**src/hdl/i2cmts_pkg.sv**
```systemverilog
// Package of shared types and constants for the I2C master transfer sequencer.
`timescale 1ns / 1ps
`default_nettype none

package i2cmts_pkg;

  // Default for the largest transfer length that a start accepts.
  localparam int unsigned MaxLengthDefault = 32'd65535;

  // Operation carried by each request.
  typedef enum logic [1:0] {
    OP_START_WRITE = 2'd0,
    OP_START_READ  = 2'd1,
    OP_ARM_RESTART = 2'd2,
    OP_STATUS      = 2'd3
  } opcode_e;

  // Densely renumbered controller status codes; codes 14 and 15 are unused.
  typedef enum logic [3:0] {
    ST_START      = 4'd0,
    ST_RESTART    = 4'd1,
    ST_ADDR_W_ACK = 4'd2,
    ST_ADDR_R_ACK = 4'd3,
    ST_TX_ACK     = 4'd4,
    ST_RX_ACK     = 4'd5,
    ST_RX_NACK    = 4'd6,
    ST_BUS_ERR    = 4'd7,
    ST_ARB_LOST   = 4'd8,
    ST_TX_NACK    = 4'd9,
    ST_ADDR_W_NACK = 4'd10,
    ST_ADDR_R_NACK = 4'd11,
    ST_NO_INFO    = 4'd12,
    ST_OTHER      = 4'd13
  } status_e;

  // Transfer phase.
  typedef enum logic [2:0] {
    PH_IDLE     = 3'd0,
    PH_ADDRESS  = 3'd1,
    PH_TRANSMIT = 3'd2,
    PH_RECEIVE  = 3'd3,
    PH_ERROR    = 3'd4
  } phase_e;

  // Ack or nack selection.
  localparam logic [1:0] AckNoChange = 2'd0;
  localparam logic [1:0] AckAssert   = 2'd1;
  localparam logic [1:0] AckNack     = 2'd2;

  // Interrupt enable control.
  localparam logic [1:0] IrqNoChange = 2'd0;
  localparam logic [1:0] IrqEnable   = 2'd1;
  localparam logic [1:0] IrqDisable  = 2'd2;

  // Transfer status reported with each result.
  localparam logic [1:0] XferIdle  = 2'd0;
  localparam logic [1:0] XferBusy  = 2'd1;
  localparam logic [1:0] XferError = 2'd2;

  // One input request.
  typedef struct packed {
    logic [1:0]  opcode;
    logic [15:0] transfer_length;
    logic [3:0]  status_code;
    logic [7:0]  received_byte;
    logic [7:0]  transmit_byte;
  } req_t;

  // One result.
  typedef struct packed {
    logic        data_we;
    logic [7:0]  data_value;
    logic [1:0]  ack_action;
    logic        request_stop;
    logic        request_start;
    logic        clear_start;
    logic        clear_interrupt;
    logic        store_received;
    logic [15:0] buffer_offset;
    logic [1:0]  irq_control;
    logic        transfer_done;
    logic [1:0]  transfer_status;
  } res_t;

  // Sequencer state kept between requests.
  typedef struct packed {
    phase_e      phase;
    logic [15:0] bytes_to_send;
    logic [15:0] bytes_to_receive;
    logic [15:0] position;
    logic        rs_armed;
  } seq_state_t;

endpackage

`default_nettype wire

```
**src/hdl/i2cmts_step.sv**
```systemverilog
// Combinational step logic: next sequencer state and result for one request.
`timescale 1ns / 1ps
`default_nettype none

module i2cmts_step #(
  parameter int unsigned MaxLength = i2cmts_pkg::MaxLengthDefault
) (
  input  wire i2cmts_pkg::req_t       req_i,
  input  wire i2cmts_pkg::seq_state_t cur_i,
  input  wire logic [6:0]             slave_address_i,
  output      i2cmts_pkg::seq_state_t nxt_o,
  output      i2cmts_pkg::res_t       res_o
);

  i2cmts_pkg::opcode_e op;
  i2cmts_pkg::status_e stat;
  logic [15:0]         pos_inc;
  logic [15:0]         send_dec;
  logic [15:0]         recv_dec;
  logic                len_ok;
  logic                clear_irq;

  assign op   = i2cmts_pkg::opcode_e'(req_i.opcode);
  assign stat = i2cmts_pkg::status_e'(req_i.status_code);

  // Offset increment wraps at 16 bits; counters saturate at zero.
  assign pos_inc  = cur_i.position + 16'd1;
  assign send_dec = (cur_i.bytes_to_send != 16'd0) ? cur_i.bytes_to_send - 16'd1 : 16'd0;
  assign recv_dec = (cur_i.bytes_to_receive != 16'd0) ?
                    cur_i.bytes_to_receive - 16'd1 : 16'd0;
  assign len_ok   = (req_i.transfer_length != 16'd0) &&
                    ({16'd0, req_i.transfer_length} <= 32'(MaxLength));

  // Decode the request against the current phase.
  always_comb begin
    nxt_o = cur_i;
    res_o = '0;
    res_o.buffer_offset = cur_i.position;
    clear_irq = 1'b1;
    unique case (op)
      i2cmts_pkg::OP_START_WRITE, i2cmts_pkg::OP_START_READ: begin
        if (len_ok) begin
          nxt_o.position = 16'd0;
          res_o.buffer_offset = 16'd0;
          if (op == i2cmts_pkg::OP_START_WRITE) begin
            nxt_o.bytes_to_send    = req_i.transfer_length;
            nxt_o.bytes_to_receive = 16'd0;
            if (stat == i2cmts_pkg::ST_TX_ACK) begin
              res_o.request_stop    = 1'b1;
              res_o.clear_interrupt = 1'b1;
            end
          end else begin
            nxt_o.bytes_to_send    = 16'd0;
            nxt_o.bytes_to_receive = req_i.transfer_length;
            if (stat == i2cmts_pkg::ST_TX_ACK) begin
              res_o.clear_interrupt = 1'b1;
            end
          end
          nxt_o.phase         = i2cmts_pkg::PH_ADDRESS;
          res_o.request_start = 1'b1;
          res_o.irq_control   = i2cmts_pkg::IrqEnable;
        end
      end
      i2cmts_pkg::OP_ARM_RESTART: begin
        nxt_o.rs_armed = 1'b1;
      end
      i2cmts_pkg::OP_STATUS: begin
        unique case (stat)
          i2cmts_pkg::ST_START, i2cmts_pkg::ST_RESTART: begin
            if (cur_i.phase == i2cmts_pkg::PH_ADDRESS) begin
              res_o.data_we    = 1'b1;
              res_o.data_value = {slave_address_i, (cur_i.bytes_to_send == 16'd0)};
            end
            res_o.clear_start = 1'b1;
          end
          i2cmts_pkg::ST_ADDR_W_ACK: begin
            res_o.data_we       = 1'b1;
            res_o.data_value    = req_i.transmit_byte;
            nxt_o.position      = pos_inc;
            nxt_o.bytes_to_send = send_dec;
            nxt_o.phase         = i2cmts_pkg::PH_TRANSMIT;
          end
          i2cmts_pkg::ST_ADDR_R_ACK: begin
            res_o.ack_action = (cur_i.bytes_to_receive > 16'd1) ?
                               i2cmts_pkg::AckAssert : i2cmts_pkg::AckNack;
            nxt_o.phase = i2cmts_pkg::PH_RECEIVE;
          end
          i2cmts_pkg::ST_TX_ACK: begin
            if (cur_i.phase == i2cmts_pkg::PH_TRANSMIT) begin
              if (cur_i.bytes_to_send != 16'd0) begin
                res_o.data_we       = 1'b1;
                res_o.data_value    = req_i.transmit_byte;
                nxt_o.position      = pos_inc;
                nxt_o.bytes_to_send = send_dec;
              end else begin
                // Last byte acknowledged: hand over to a repeated start or stop.
                if (cur_i.rs_armed) begin
                  nxt_o.rs_armed = 1'b0;
                  clear_irq      = 1'b0;
                end else begin
                  res_o.request_stop = 1'b1;
                end
                nxt_o.phase         = i2cmts_pkg::PH_IDLE;
                res_o.transfer_done = 1'b1;
              end
            end
          end
          i2cmts_pkg::ST_RX_ACK: begin
            res_o.store_received   = 1'b1;
            nxt_o.position         = pos_inc;
            nxt_o.bytes_to_receive = recv_dec;
            res_o.ack_action       = (recv_dec > 16'd1) ?
                                     i2cmts_pkg::AckAssert : i2cmts_pkg::AckNack;
          end
          i2cmts_pkg::ST_RX_NACK: begin
            if (cur_i.phase == i2cmts_pkg::PH_RECEIVE) begin
              res_o.store_received   = 1'b1;
              nxt_o.position         = pos_inc;
              nxt_o.bytes_to_receive = recv_dec;
              res_o.request_stop     = 1'b1;
              nxt_o.phase            = i2cmts_pkg::PH_IDLE;
              res_o.transfer_done    = 1'b1;
            end
          end
          i2cmts_pkg::ST_BUS_ERR, i2cmts_pkg::ST_ARB_LOST, i2cmts_pkg::ST_TX_NACK,
          i2cmts_pkg::ST_ADDR_W_NACK, i2cmts_pkg::ST_ADDR_R_NACK: begin
            nxt_o.rs_armed      = 1'b0;
            res_o.request_stop  = 1'b1;
            nxt_o.phase         = i2cmts_pkg::PH_ERROR;
            res_o.transfer_done = 1'b1;
          end
          i2cmts_pkg::ST_NO_INFO: begin
            clear_irq = 1'b0;
          end
          default: begin
            // Other and unused codes only clear the interrupt flag.
          end
        endcase
        res_o.clear_interrupt = clear_irq;
        if (nxt_o.phase == i2cmts_pkg::PH_IDLE || nxt_o.phase == i2cmts_pkg::PH_ERROR) begin
          res_o.irq_control = i2cmts_pkg::IrqDisable;
        end
      end
      default: begin
      end
    endcase
    // Status follows the phase after this request.
    if (nxt_o.phase == i2cmts_pkg::PH_ERROR) begin
      res_o.transfer_status = i2cmts_pkg::XferError;
    end else if (nxt_o.phase == i2cmts_pkg::PH_IDLE) begin
      res_o.transfer_status = i2cmts_pkg::XferIdle;
    end else begin
      res_o.transfer_status = i2cmts_pkg::XferBusy;
    end
  end

endmodule

`default_nettype wire

```
**src/hdl/i2c_master_transfer_sequencer_top.sv**
```systemverilog
// Top level of the I2C master transfer sequencer: input stage, state and result register.
//
//   Channel   Direction  Handshake              Payload
//   in        input      in_valid_i/in_ready_o  in_req_i   (i2cmts_pkg::req_t)
//   out       output     out_valid_o/out_ready_i out_res_o (i2cmts_pkg::res_t)
//   cfg       input      cfg_we_i               cfg_wdata_i (slave address)
//
// A request is registered in the input stage on acceptance and its result is then registered
// in the result register; one request is taken every cycle while the result is not stalled.
// The sequencer state is updated in the same cycle that the result is registered.
// A stalled result holds the input stage; a full input stage then drops in_ready_o.
// Reset returns the phase to idle and clears counters, offset and the restart flag.
`timescale 1ns / 1ps
`default_nettype none

module i2c_master_transfer_sequencer_top #(
  parameter int unsigned MaxLength = i2cmts_pkg::MaxLengthDefault
) (
  input  wire  logic             clk_i,
  input  wire  logic             rst_ni,
  input  wire  logic             in_valid_i,
  output       logic             in_ready_o,
  input  wire  i2cmts_pkg::req_t in_req_i,
  output       logic             out_valid_o,
  input  wire  logic             out_ready_i,
  output       i2cmts_pkg::res_t out_res_o,
  input  wire  logic             cfg_we_i,
  input  wire  logic [6:0]       cfg_wdata_i
);

  logic                   in_valid_q;
  i2cmts_pkg::req_t       in_req_q;
  logic                   out_valid_q;
  i2cmts_pkg::res_t       out_res_q;
  i2cmts_pkg::res_t       res_d;
  i2cmts_pkg::seq_state_t state_q;
  i2cmts_pkg::seq_state_t state_d;
  logic [6:0]             slave_address_q;
  logic                   advance;

  // The held request moves on when the result register is free or being drained.
  assign advance    = in_valid_q && (!out_valid_q || out_ready_i);
  assign in_ready_o = !in_valid_q || advance;

  // Input stage.
  always_ff @(posedge clk_i or negedge rst_ni) begin
    if (!rst_ni) begin
      in_valid_q <= 1'b0;
    end else if (in_ready_o) begin
      in_valid_q <= in_valid_i;
    end
  end

  always_ff @(posedge clk_i) begin
    if (in_valid_i && in_ready_o) begin
      in_req_q <= in_req_i;
    end
  end

  // Slave address register.
  always_ff @(posedge clk_i or negedge rst_ni) begin
    if (!rst_ni) begin
      slave_address_q <= 7'd0;
    end else if (cfg_we_i) begin
      slave_address_q <= cfg_wdata_i;
    end
  end

  // Step logic.
  i2cmts_step #(
    .MaxLength(MaxLength)
  ) u_step (
    .req_i          (in_req_q),
    .cur_i          (state_q),
    .slave_address_i(slave_address_q),
    .nxt_o          (state_d),
    .res_o          (res_d)
  );

  // Sequencer state.
  always_ff @(posedge clk_i or negedge rst_ni) begin
    if (!rst_ni) begin
      state_q <= '{phase: i2cmts_pkg::PH_IDLE, bytes_to_send: 16'd0,
                   bytes_to_receive: 16'd0, position: 16'd0, rs_armed: 1'b0};
    end else if (advance) begin
      state_q <= state_d;
    end
  end

  // Result register.
  always_ff @(posedge clk_i or negedge rst_ni) begin
    if (!rst_ni) begin
      out_valid_q <= 1'b0;
    end else if (advance) begin
      out_valid_q <= 1'b1;
    end else if (out_ready_i) begin
      out_valid_q <= 1'b0;
    end
  end

  always_ff @(posedge clk_i) begin
    if (advance) begin
      out_res_q <= res_d;
    end
  end

  assign out_valid_o = out_valid_q;
  assign out_res_o   = out_res_q;

  // A held request that cannot move stays held.
  a_hold_request : assert property (@(posedge clk_i) disable iff (!rst_ni)
    (in_valid_q && !advance) |=> in_valid_q)
    else $error("held request was lost");

  // A finished or failed transfer never reports busy.
  a_done_not_busy : assert property (@(posedge clk_i) disable iff (!rst_ni)
    (out_valid_q && out_res_q.transfer_done) |->
      (out_res_q.transfer_status != i2cmts_pkg::XferBusy))
    else $error("completion reported while busy");

  // A start request enables the interrupt and leaves the sequencer in the address phase.
  a_start_enables_irq : assert property (@(posedge clk_i) disable iff (!rst_ni)
    (advance && res_d.request_start) |=>
      (out_res_q.irq_control == i2cmts_pkg::IrqEnable &&
       state_q.phase == i2cmts_pkg::PH_ADDRESS))
    else $error("start without interrupt enable or address phase");

  // A byte is either written to the controller or stored, never both.
  a_write_or_store : assert property (@(posedge clk_i) disable iff (!rst_ni)
    advance |-> !(res_d.data_we && res_d.store_received))
    else $error("data write and store in one result");

endmodule

`default_nettype wire
```
**config.mk**
```make
export PLATFORM = sky130hd
export DESIGN_NAME = i2c_master_transfer_sequencer_top
export DESIGN_NICKNAME = d
export VERILOG_FILES = /design/src/hdl/i2cmts_pkg.sv /design/src/hdl/i2cmts_step.sv /design/src/hdl/i2c_master_transfer_sequencer_top.sv
export SDC_FILE = /design/constraint.sdc
export NUM_CORES = 1
export LEC_CHECK = 0
export ABC_CLOCK_PERIOD_IN_PS = 3010
export BUFFER_PORTS_ARGS = -buffer_cell sky130_fd_sc_hd__buf_2
export CAP_MARGIN = 15
export CELL_PAD_IN_SITES_DETAIL_PLACEMENT = 0
export CELL_PAD_IN_SITES_GLOBAL_PLACEMENT = 1
export CORE_MARGIN = 2
export CORE_UTILIZATION = 45
export CTS_CLUSTER_DIAMETER = 50
export DETAILED_ROUTE_END_ITERATION = 7
export PLACE_DENSITY_LB_ADDON = 0.1
export SETUP_SLACK_MARGIN = 0.15
export SKIP_CTS_REPAIR_TIMING = 1
export SLEW_MARGIN = 15
export SYNTH_ARGS = -nofsm -noshare
export SYNTH_HDL_FRONTEND = slang
export SYNTH_SLANG_ARGS = --single-unit
```
**constraint.sdc**
```tcl
create_clock -name clk_i -period 3.01 [get_ports clk_i]
set_input_delay 0.4515 -clock clk_i [delete_from_list [all_inputs] [get_ports clk_i]]
set_output_delay 0.4515 -clock clk_i [all_outputs]
set_load 0.05 [all_outputs]
```
# After elaboration in Yosys (flattened, before gate mapping)

Cells that the tools add are included.

Equality and inequality tests: 29
$add $sub $neg: 3
Order comparisons: 2
Multiplexer cells: 53
Reduce and logical (&&, ||, !) cells: 26

Operators with widths:

| cell                                                                  | count |
|---|---|
| 51-bit case mux with 2 select lines                                   | 1 |
| 16-bit two-way mux                                                    | 5 |
| 32-bit two-way mux                                                    | 2 |
| 16-bit case mux with 2 select lines                                   | 2 |
| 51-bit two-way mux                                                    | 1 |
| 16-bit case mux with 3 select lines                                   | 1 |
| 16-bit nonzero test                                                   | 3 |
| 16-bit by 1-bit > comparator with 1-bit output, second input constant | 2 |
| 16-bit by 1-bit subtractor with 16-bit output, second input constant  | 2 |
| 9-bit two-way mux                                                     | 3 |
| 9-bit case mux with 3 select lines                                    | 1 |
| 4-bit == test, second input constant                                  | 5 |
| 19-bit two-way mux                                                    | 1 |
| 18-bit two-way mux                                                    | 1 |
| 17-bit two-way mux                                                    | 1 |
| 16-bit by 1-bit adder with 16-bit output, second input constant       | 1 |
| 4-bit by 3-bit == test with 1-bit output, second input constant       | 4 |
| 16-bit logical NOT                                                    | 1 |
| 1-bit two-way mux                                                     | 16 |
| 3-bit case mux with 5 select lines                                    | 1 |
| 3-bit by 2-bit != test with 1-bit output, second input constant       | 4 |
| 1-bit case mux with 2 select lines                                    | 6 |
| 5-bit AND reduction                                                   | 2 |
| 3-bit two-way mux                                                     | 3 |
| other kinds (24)                                                      | 44 |

Logic and storage cells: 137
Output and inout port bits: 39
Register bits: 128
Input bits: 50

# Depth between registers and ports, before layout

Depth in word-level cells: 10
Depth in mapped cells: 10
Mapped depth without buffers: 8

# Modules after synthesis

Synthesis repeated with hierarchy kept, for this count alone.

Cells, all modules: 680
Area total of the unflattened synthesis: 7534.7 sq um

By module, submodules not included:

| module                            | instances | area an instance (sq um) | cells an instance | sequential area each (sq um) |
|---|---|---|---|---|
| i2c_master_transfer_sequencer_top | 1         | 4743.3                   | 208               | 3778.6 |
| i2cmts_step                       | 1         | 2791.4                   | 472               | 0.0 |

# Worst setup path after synthesis

Ideal clock, no wire load.

Path kind: register -> register
Start: register out_valid_q, in the netlist out_valid_o
End: register state_q[41] (netlist name)
Data arrival time: 2.771 ns
Setup slack: 0.114 ns
Required time: 2.885 ns
Cell stages (with the launch flop): 8
Clock period less this slack: 2.896 ns
Cell sequence: dfrtp_1 nand2b_1 nand2_1 clkinv_1 clkbuf_1 o21ai_0 o21ai_1 o21ai_1

Word-level cells in the longest chain between the ends: 4

RTL lines:

| what                          | line                                    | RTL |
|---|---|---|
| from (decl)                   | i2c_master_transfer_sequencer_top.sv:33 | `logic out_valid_q;` |
| from (signal assigned)        | i2c_master_transfer_sequencer_top.sv:93 | `out_valid_q <= 1'b0;` |
| from (signal assigned)        | i2c_master_transfer_sequencer_top.sv:95 | `out_valid_q <= 1'b1;` |
| from (signal assigned)        | i2c_master_transfer_sequencer_top.sv:97 | `out_valid_q <= 1'b0;` |
| 1-bit logical NOT             | i2c_master_transfer_sequencer_top.sv:42 | `assign advance = in_valid_q && (!out_valid_q \|\| out_ready_i);` |
| 1-bit logical OR              | i2c_master_transfer_sequencer_top.sv:42 |  |
| 1-bit logical AND             | i2c_master_transfer_sequencer_top.sv:42 |  |
| named net advance             | i2c_master_transfer_sequencer_top.sv:39 | `logic advance;` |
| 6-bit AND reduction (no line) | n/a                                     |  |
| to (signal assigned)          | i2c_master_transfer_sequencer_top.sv:83 | `state_q <= '{phase: i2cmts_pkg::PH_IDLE, bytes_to_send: 16'd0,` |
| to (signal assigned)          | i2c_master_transfer_sequencer_top.sv:86 | `state_q <= state_d;` |
| to (decl)                     | i2c_master_transfer_sequencer_top.sv:36 | `i2cmts_pkg::seq_state_t state_q;` |

The timed path passes the listed nets, and every way through them passes these cells.
A chain may end at the register's enable or synchronous reset.

# Worst setup path after layout

Start: register state_q[17] (netlist name)
End: register out_res_q, in the netlist out_res_o[26], data pin

Word-level cells in the longest chain between the ends: 5
Elaborated cells between the ends (all ways): 8

RTL lines:

| what                                                                                 | line                                     | RTL |
|---|---|---|
| 16-bit by 1-bit subtractor with 16-bit output or 16-bit nonzero test (tied branches) | i2cmts_step.sv:30, i2cmts_step.sv:29     |  |
| 16-bit two-way mux                                                                   | i2cmts_step.sv:29                        | `assign recv_dec = (cur_i.bytes_to_receive != 16'd0) ?` |
| 16-bit by 1-bit > comparator with 1-bit output                                       | i2cmts_step.sv:112                       | `res_o.ack_action = (recv_dec > 16'd1) ?` |
| 2-bit two-way mux                                                                    | i2cmts_step.sv:112                       |  |
| 2-bit case mux with 2 select lines (*)                                               | i2cmts_step.sv:68                        | `unique case (stat)` |
| to (signal assigned)                                                                 | i2c_master_transfer_sequencer_top.sv:103 | `out_res_q <= res_d;` |
| to (decl)                                                                            | i2c_master_transfer_sequencer_top.sv:34  | `i2cmts_pkg::res_t out_res_q;` |

Mark *: on every way between the ends. The rest lies on a longest branch, timed or not.

==> results.py <==
metrics = {
    "outcome": {
        "status": "completed",
    },
    "final_layout": {
        "syn2layout_area_growth_pct": 18.1,
        "drive_gt1_share_pct": 22.8,
        "final_common_cell": "buf_2",
        "antennaDiodeCount": 0,
        "layout_common_cells": "buf_2 (80), nor2_1 (71), edfxtp_1 (67)",
        "fin_nets": 770,
    },
    "route": {
        "wl_met2_um": 7790,
        "drcViolationCount": 0,
        "ant_nets": 0,
        "routed.top_layer": "met4",
        "wl_per_cell_um": 17.6,
        "wl_met3_um": 735,
        "routed_wl_um": 16000,
        "vias": 5304,
        "drtIter0Drc": 423,
        "met1Wirelength_um": 7210,
        "drtPass1Iterations": 5,
        "viasPerCell": 5.84,
    },
    "sta": {
        "max_slew_margin_pct": 39.0,
        "final_max_slew_viol_count": 0,
        "clock.fmax_ghz": 0.392,
        "whs_ns": 0.0612,
        "finalSetupViolations": 0,
        "skew_ns": 0.00618,
        "hold_viol_final": 0,
        "tns_ns": 0,
        "rsz0062_at_grt": "no",
        "worst_slew_pin_slew_ns": 0.912,
        "fin_crit_sh_pct": 84.7,
        "timing.final.crit_period_ns": 2.55,
    },
    "power_and_ir_drop": {
        "power_density_mw_per_mm2": 685,
        "ir_worst_vdd_mv": 0.456,
        "finalPower_uw": 5260,
        "leakage_uw": 0.00296,
    },
    "global_route": {
        "grt_pass1_vias": 5101,
        "track_usage_pct": 20.9,
        "overflow": 0,
        "grt_pass1_wl_um": 26100,
        "antenna_found_initial": 0,
        "grt_max_degree": 34,
    },
    "setup_path": {
        "reg2reg_depth": 8,
        "required_ns": 3.18,
        "cp-end-kind": "flip-flop",
        "critPathTopFamily": "simple AND/OR/NAND/NOR gates",
        "crit_path_start": "state_q[17]",
        "path_max_fanout": 8,
        "crit_chain": "inv_1 -> ha_1 -> nand2b_1 -> or3_1 -> xnor2_1 -> nor3_1 -> a32oi_1 -> a41o_1",
        "cp.arrival_ns": 2.72,
        "rrSetupSlack_ns": 0.46,
        "crit_type": "flip-flop to flip-flop",
        "setup.worst_path.end": "out_res_o[26]",
        "slowest_stage": "or3_1",
        "start_kind": "flip-flop",
        "timing.rr.end": "out_res_o[26]",
        "cp_num_buf_inv": 1,
        "timing.rr.start": "state_q[17]",
        "cp.depth": 8,
        "cpPeakStageDelay_ns": 0.45,
    },
    "clocking": {
        "cts_tree": "built",
        "htree_levels": 4,
        "root_buffer": "clkbuf_16",
        "cts_buffer_depth": 2,
        "clock_latency_ns": 0.42,
        "cts.sinks": 128,
        "clkSlewWorstSetupHoldPaths_ns": 0.06,
        "cts_made_buffers": 17,
    },
    "yosys": {
        "yosysWarnings": 0,
        "netlist_area_mm2": 0.00650,
        "async_flop_share_pct": 47.7,
        "synth_fp_nets": 683,
        "yosysSeqAreaShare_pct": 54.4,
        "synth_edf_count": 67,
        "syn_avg_cell_area_um2": 10.4,
        "synth_cells": 628,
        "ys_ff_latch": 128,
        "synth_ff_type": "edfxtp_1",
        "yosysUniqueCellTypes": 70,
    },
    "floorplan": {
        "rows": 43,
        "io-pin-count": 89,
        "dieArea_mm2": 0.0154,
        "fp.coreArea_mm2": 0.0140,
        "initial_core_util_pct": 46.5,
        "die_w_um": 124,
        "die_h_um": 124,
    },
    "hold_path": {
        "worstHoldPathType": "primary input to asynchronous set/reset pin",
    },
    "place": {
        "dp_hpwl_um": 11300,
        "routabilityCongestion": 0.898,
        "io_buffers": 80,
    },
    "run": {
        "maxCapViolations": 0,
    },
}
==> Yosys cell counts (all sizes together) (2+ instances only) <==
master   count  share of area [%]
and3         6               0.58
nor4b        2               0.37
nor3b        4               0.54
nand2       29                1.7
buf         18                1.7
o31ai       14                1.8
a31oi        7               0.67
a32oi        9                1.2
o32ai        2               0.56
ha           5               0.96
nand3b       3               0.35
a31o         2               0.27
o22ai        2               0.19
a22oi       18                2.1
a21oi       37                3.0
or3         10               0.98
nor2        71                4.1
o21a         2               0.23
a211oi       4               0.62
xnor2        2               0.27
o21ai       95                7.4
edfxtp      67                 31
o41ai        5                1.1
nand3       15                1.2
o2111ai      2               0.27
clkbuf      16               0.96
dfrtp       61                 23
and4         2               0.27
and2         4               0.38
mux2         7                1.2
nor3        26                2.8
nand2b       8               0.77
nor4        11                1.1
nand4        4               0.48
nor2b       27                2.6
inv         16               0.92
==> final cells by class <==
class	count	area, µm²
well taps	180	225
flip-flops and latches	128	3540
inverters	17	63.8
repair buffers	102	566
clock inverters	12	83.8
multi-input cells	449	2730
clock buffers	20	478
fillers	1280	6310
==> worst min path at each step <==
stage | end | cells after the start | slack [ns] | startpoint
floorplan | in_valid_q | 0 | 0.16 | rst_ni
global placement | state_q[16] | 1 | 0.46 | state_q[16]
detailed placement | state_q[16] | 1 | 0.48 | state_q[16]
CTS | state_q[30] | 2 | 0.06 | rst_ni
global route | state_q[28] | 2 | 0.09 | rst_ni
finish | state_q[30] | 2 | 0.06 | rst_ni
==> power breakdown <==
part	leakage [µW]	internal, µW	switching, µW
clock network	0.000265	1140	773
logic	0.00124	372	735
registers	0.00145	2040	194
==> logic make-up (layout without fill, tap and decap cells) <==
logic type,count (synthesis),after routing,synth area share (%)
AO/OA/AOI/OAI,208,208,20.7
XOR/XNOR,2,2,0.269
adder cells (fa/ha/maj),5,5,0.962
buffers and inverters,51,151,3.64
flip-flops,128,128,54.4
multiplexers,7,7,1.21
AND/OR/NAND/NOR,227,227,18.8
==> metrics by stage <==
| step | worst slack, ns | std cells | instance area (µm²) | utilization [%] |
|---|---|---|---|---|
| after floorplan | 0.699 | 628 | 6500 | - |
| after global placement | 0.440 | 876 | 7120 | 50.9 |
| after detailed placement | 0.419 | 876 | 7120 | 50.9 |
| after CTS | 0.407 | 908 | 7680 | 54.9 |
| after global routing | 0.231 | 908 | 7680 | 54.9 |
| final | 0.461 | 908 | 7680 | 54.9 |
==> registers in the layout, indices dropped and copies added, names as in the netlist <==
signal,flops
slave_address_q,7
out_valid_o,1
in_valid_q,1
state_q,52
out_res_o,37
in_req_q,30
==> layer usage <==
metal,up-vias,track usage [%]
li1,2536,-
met4,0,8.53
met1,2579,27.8
met2,173,33.6
met3,16,4.35
met5,-,0
(Power assumes the default switching activity.)
